[config.mk]
export PLATFORM = sky130hd
export DESIGN_NAME = madr_div
export DESIGN_NICKNAME = d
export VERILOG_FILES = /design/src/hw/rtl/moving_average_deviation_ring_assert.svh /design/src/hw/rtl/madr_pkg.sv /design/src/hw/rtl/madr_div.sv
export SDC_FILE = /design/constraint.sdc
export NUM_CORES = 1
export LEC_CHECK = 0
export BUFFER_PORTS_ARGS = -buffer_cell sky130_fd_sc_hd__buf_2
export CAP_MARGIN = 15
export CORE_ASPECT_RATIO = 1.25
export CORE_MARGIN = 2
export CORE_UTILIZATION = 42
export DETAILED_ROUTE_END_ITERATION = 16
export PLACE_DENSITY = 0.68
export SLEW_MARGIN = 20
export SYNTH_ARGS = -nofsm -noshare
export SYNTH_HDL_FRONTEND = slang
export SYNTH_SLANG_ARGS = --single-unit
export TNS_END_PERCENT = 100
[constraint.sdc]
create_clock -name clk_i -period 2.7 [get_ports clk_i]
set_input_delay 0 -clock clk_i [delete_from_list [all_inputs] [get_ports clk_i]]
set_output_delay 0 -clock clk_i [all_outputs]
set_load 0.01 [all_outputs]
[src/hw/rtl/moving_average_deviation_ring_assert.svh]
// ----------------------------------------------------------------------------
// moving average deviation ring: assertion macros
// concurrent assertion wrappers, compiled out when NO_ASSERTIONS is set
// ----------------------------------------------------------------------------
`ifndef MOVING_AVERAGE_DEVIATION_RING_ASSERT_SVH
`define MOVING_AVERAGE_DEVIATION_RING_ASSERT_SVH
`ifndef NO_ASSERTIONS
// checked on every edge outside reset
`define MADR_ASSERT(lbl, prop, msg) \
  lbl: assert property (@(posedge clk_i) disable iff (!rst_ni) prop) else $error(msg);
// checked on every edge, reset included
`define MADR_ASSERT_ALWAYS(lbl, prop, msg) \
  lbl: assert property (@(posedge clk_i) prop) else $error(msg);
`else
`define MADR_ASSERT(lbl, prop, msg)
`define MADR_ASSERT_ALWAYS(lbl, prop, msg)
`endif
`endif

[src/hw/rtl/madr_pkg.sv]
// ----------------------------------------------------------------------------
// madr_pkg
// shared widths, limits and divider handshake types of the deviation ring
// ----------------------------------------------------------------------------
package madr_pkg;

  // store depth and field widths
  localparam int MaxWindow = 128;
  localparam int SampleW   = 32;
  localparam int IdxW      = $clog2(MaxWindow);
  localparam int DivisorW  = IdxW + 1;
  localparam int TotalW    = SampleW + IdxW + 1;
  localparam int DevW      = SampleW + 1;
  localparam int CntW      = $clog2(TotalW + 1);

  // configuration port
  localparam int CfgW  = 8;
  localparam int DataW = 32;
  localparam int AddrW = 3;
  localparam logic [CfgW-1:0] WindowReset = 8'd20;

  // saturation limits on the quotient magnitude
  localparam logic [TotalW-1:0] PosLimit = TotalW'((64'd1 << (SampleW - 1)) - 64'd1);
  localparam logic [TotalW-1:0] NegLimit = TotalW'(64'd1 << (SampleW - 1));
  localparam logic [SampleW-1:0] AvgMax = {1'b0, {(SampleW - 1){1'b1}}};
  localparam logic [SampleW-1:0] AvgMin = {1'b1, {(SampleW - 1){1'b0}}};

  // divider request and response
  typedef struct packed {
    logic                start;
    logic [TotalW-1:0]   dividend;
    logic [DivisorW-1:0] divisor;
  } div_req_t;

  typedef struct packed {
    logic              done;
    logic [TotalW-1:0] quotient;
  } div_rsp_t;

endpackage

[src/hw/rtl/madr_div.sv]
// ----------------------------------------------------------------------------
// madr_div
// restoring serial divider, one quotient bit per cycle, unsigned operands
// ----------------------------------------------------------------------------
module madr_div (
  input  logic                clk_i,
  input  logic                rst_ni,
  input  madr_pkg::div_req_t  req_i,
  output madr_pkg::div_rsp_t  rsp_o
);
  import madr_pkg::*;

  logic                busy_q;
  logic                done_q;
  logic [CntW-1:0]     cnt_q;
  logic [TotalW-1:0]   quo_q;
  logic [IdxW-1:0]     rem_q;
  logic [DivisorW-1:0] divisor_q;
  logic [DivisorW-1:0] trial;
  logic [DivisorW-1:0] diff;
  logic                ge;

  // trial subtract of the shifted remainder
  always_comb begin
    trial = {rem_q, quo_q[TotalW-1]};
    ge    = (trial >= divisor_q);
    diff  = trial - divisor_q;
  end

  // step counter and done pulse
  always_ff @(posedge clk_i or negedge rst_ni) begin
    if (!rst_ni) begin
      busy_q <= 1'b0;
      done_q <= 1'b0;
      cnt_q  <= '0;
    end else begin
      done_q <= 1'b0;
      if (req_i.start) begin
        busy_q <= 1'b1;
        cnt_q  <= CntW'(TotalW);
      end else if (busy_q) begin
        cnt_q <= cnt_q - CntW'(1);
        if (cnt_q == CntW'(1)) begin
          busy_q <= 1'b0;
          done_q <= 1'b1;
        end
      end
    end
  end

  // dividend shifts out as quotient bits shift in
  always_ff @(posedge clk_i) begin
    if (req_i.start) begin
      quo_q     <= req_i.dividend;
      rem_q     <= '0;
      divisor_q <= req_i.divisor;
    end else if (busy_q) begin
      quo_q <= {quo_q[TotalW-2:0], ge};
      rem_q <= ge ? diff[IdxW-1:0] : trial[IdxW-1:0];
    end
  end

  assign rsp_o.done     = done_q;
  assign rsp_o.quotient = quo_q;

endmodule

==> results.cfg <==
[sta]
slew_headroom_pct = 58.05
setup-tns-final_ns = 0
fin_skew_ns = 0.01067
fmaxAchievable_mhz = 456.0
worst-slew-pin-transition_ns = 0.6292
min_period_ns = 2.193
maxSlewViolCount = 0
hold_violations = 0
finalCritPeriodShare_pct = 81.22
setup_ws_ns = 0.5071
setup_viol = 0
rsz0062_at_grt = no

[critical_path]
reg2reg_slack_ns = 0.51
crit_chain = inv_1, ha_1, fa_1, nand2b_1, o2bb2ai_2, a21o_4, a211o_1, a311oi_1
startpoint_type = register
critPathCaptureType = register
crit_type = register to register
crit_path_top_delay_cell = fa_1
cp.arrival_ns = 2.45
crit_path_max_incr_delay_ns = 0.40
critPathMaxFanout = 8
cp_data_required_time_ns = 2.96

[detailed_routing]
drt_iter0_drc = 123
wl_mm = 6.828
post-route-drc-count = 0
drtPass1Iterations = 4
avgRoutedWirePerCell_um = 14.72
vias = 2296
via_per_inst = 4.948
final_antenna_net_count = 0

[synthesis]
synth.cell_area_um2 = 3028
yosys_warnings = 0
yosys.cell_count.top_type = edfxtp_1
yosysTopAreaCellShare_pct = 47.60
synthArstFlopShare_pct = 12.70
synth_nets = 287
synth_cell_type_count = 45
synth-edff-count = 48
yosys.area.top_type = edfxtp_1
synth.area.top_cells = edfxtp_1, mux2_2, dfrtp_1
yosys_most_used_dff = edfxtp_1
synth.ff_latch_count = 63
ys_top_cells_by_count = edfxtp_1, mux2_2, nor2_1
yosysSeqAreaShare_pct = 58.84
syn_avg_cell_area_um2 = 13.46
postSynthCellCount = 225

[placement]
gp_congestion = 0.7279
portBuffers = 91
hpwlAfterDp_mm = 4.213
dp_slack_ns = 0.4973

[floorplan]
rows = 34
die_x_um = 79.95
design.core.area_um2 = 6977
die_h_um = 98.93
io-pin-count = 92
dieArea_um2 = 7909
start_util_pct = 43.40

[cts]
clock_latency_ns = 0.34
clock_tree.root_cell = clkbuf_8
cts-resized-gates = 0
clk_path_buf_depth = 2
h-tree-depth = 3
cts_setup_buffers = 0
cts_tree = done
cts.clk_slew.worst_paths_ns = 0.08
clkSinkCount = 63
ctsHoldBuffers = 49
cts_inserted_buffers = 9

[global_route]
grt_pass1_wl_mm = 11.35
antenna_found_initial = 0
grt_pass1_vias = 2362
grt.total_usage_pct = 18.78
grt_max_degree = 41
overflow = 0

[power_and_ir_drop]
irDropWorstVdd_uv = 382.8
powerDensity_nw_per_um2 = 648.1
p_leak_nw = 1.852

[final_layout]
syn_to_final_growth_pct = 42.40
diodes = 0
drive_above_1_share_pct = 41.98
fin_nets = 431

[run_status]
status = complete, no violations

[worst_hold_path]
hp-class = input pin to asynchronous set/reset pin

[flow_run]
drv_cap = 0
routing by layer:
layer	up-vias	track usage [%]	share of wire (%)	wire, um
li1	1132	-	-	-
met1	1082	21.95	41	2792
met2	71	32.24	52	3529
met3	11	6.136	5.6	384
met4	0	6.258	1.8	121
met5	-	0	0	0
area by class of cell:
cell class	instances	area, um^2
Fill cell	545	2665
Sequential cell	63	1782
Tap cell	90	112.6
Clock buffer	9	123.9
Timing Repair Buffer	144	975.9
Clock inverter	7	121.4
Inverter	14	52.55
Multi-Input combinational cell	137	1144
registers in the layout, indices dropped and copies added, names as in the netlist:
register / count
busy_q: 1
cnt_q: 6
divisor_q: 8
done_q: 1
quo_q: 40
rem_q: 7
layout by cell type, fill, tap and decap left out, types with 3 or more instances in the layout:
master	instances
a311oi_1	6
dfxtp_1	7
nand2_1	4
dlygate4sd3_1	49
o21ai_0	5
inv_1	14
buf_2	91
edfxtp_1	48
clkinv_4	3
xnor2_1	5
bufinv_16	3
ha_1	10
clkbuf_8	9
a21oi_1	5
nand3_1	6
buf_4	4
nor3b_1	3
dfrtp_1	8
nand2b_1	4
mux2_2	40
nor2_1	18
path summary, 6_finish.rpt:
path / start / end / cells past startpoint
max in group asynchronous: rst_ni / cnt_q[0] / 2
setup / recovery: quo_q[39] / rem_q[3] / 8
hold / removal: rst_ni / cnt_q[4] / 2
setup reg to reg: quo_q[39] / rem_q[3] / 8
min in group clk_i: req_i[48] / divisor_q[0] / 1
hold reg to reg: rem_q[6] / rem_q[6] / 2
stage by stage:
| stage | area [um^2] | cells | hold WS, ns | power, W | utilization (%) |
|---|---|---|---|---|---|
| 5_1_grt | 4312 | 464 | 0.04344 | 0.002924 | 61.80 |
| 3_3_place_gp | 3576 | 399 | -0.1484 | 0.001738 | 51.26 |
| 3_5_place_dp | 3576 | 399 | -0.1456 | 0.001745 | 51.26 |
| 2_1_floorplan | 3028 | 225 | -0.2956 | 0.001572 | - |
| 6_report | 4312 | 464 | 0.03045 | 0.002794 | 61.80 |
| 4_1_cts | 4312 | 464 | 0.03425 | 0.002806 | 61.80 |
worst max-delay path, delay by kind of cell (launching register included):
kind / cells / cell delay (ns)
fa+ha+maj: 2 / 0.62
flops: 1 / 0.35
buf+inv: 1 / 0.05
compound gates: 4 / 0.92
simple gates: 1 / 0.17
kinds of logic (layout without fill, tap and decap cells):
logic type,count (synthesis),after routing,share of synthesized area (%)
buffers and inverters,25,174,3.388
adder cells (fa/ha/maj),11,11,4.793
flip-flops,63,63,58.84
AND/OR/NAND/NOR,49,49,8.636
XOR/XNOR,6,6,1.736
AO/OA/AOI/OAI,29,29,7.066
multiplexers,42,42,15.54
where the power goes:
group          switching, W  total (W)  internal [W]
clock network      0.000392    0.00101      0.000616
registers         0.0000699    0.00124       0.00117
logic              0.000256   0.000550      0.000294
total              0.000718    0.00279       0.00208
Note: power is estimated with default switching activity, not from simulation.
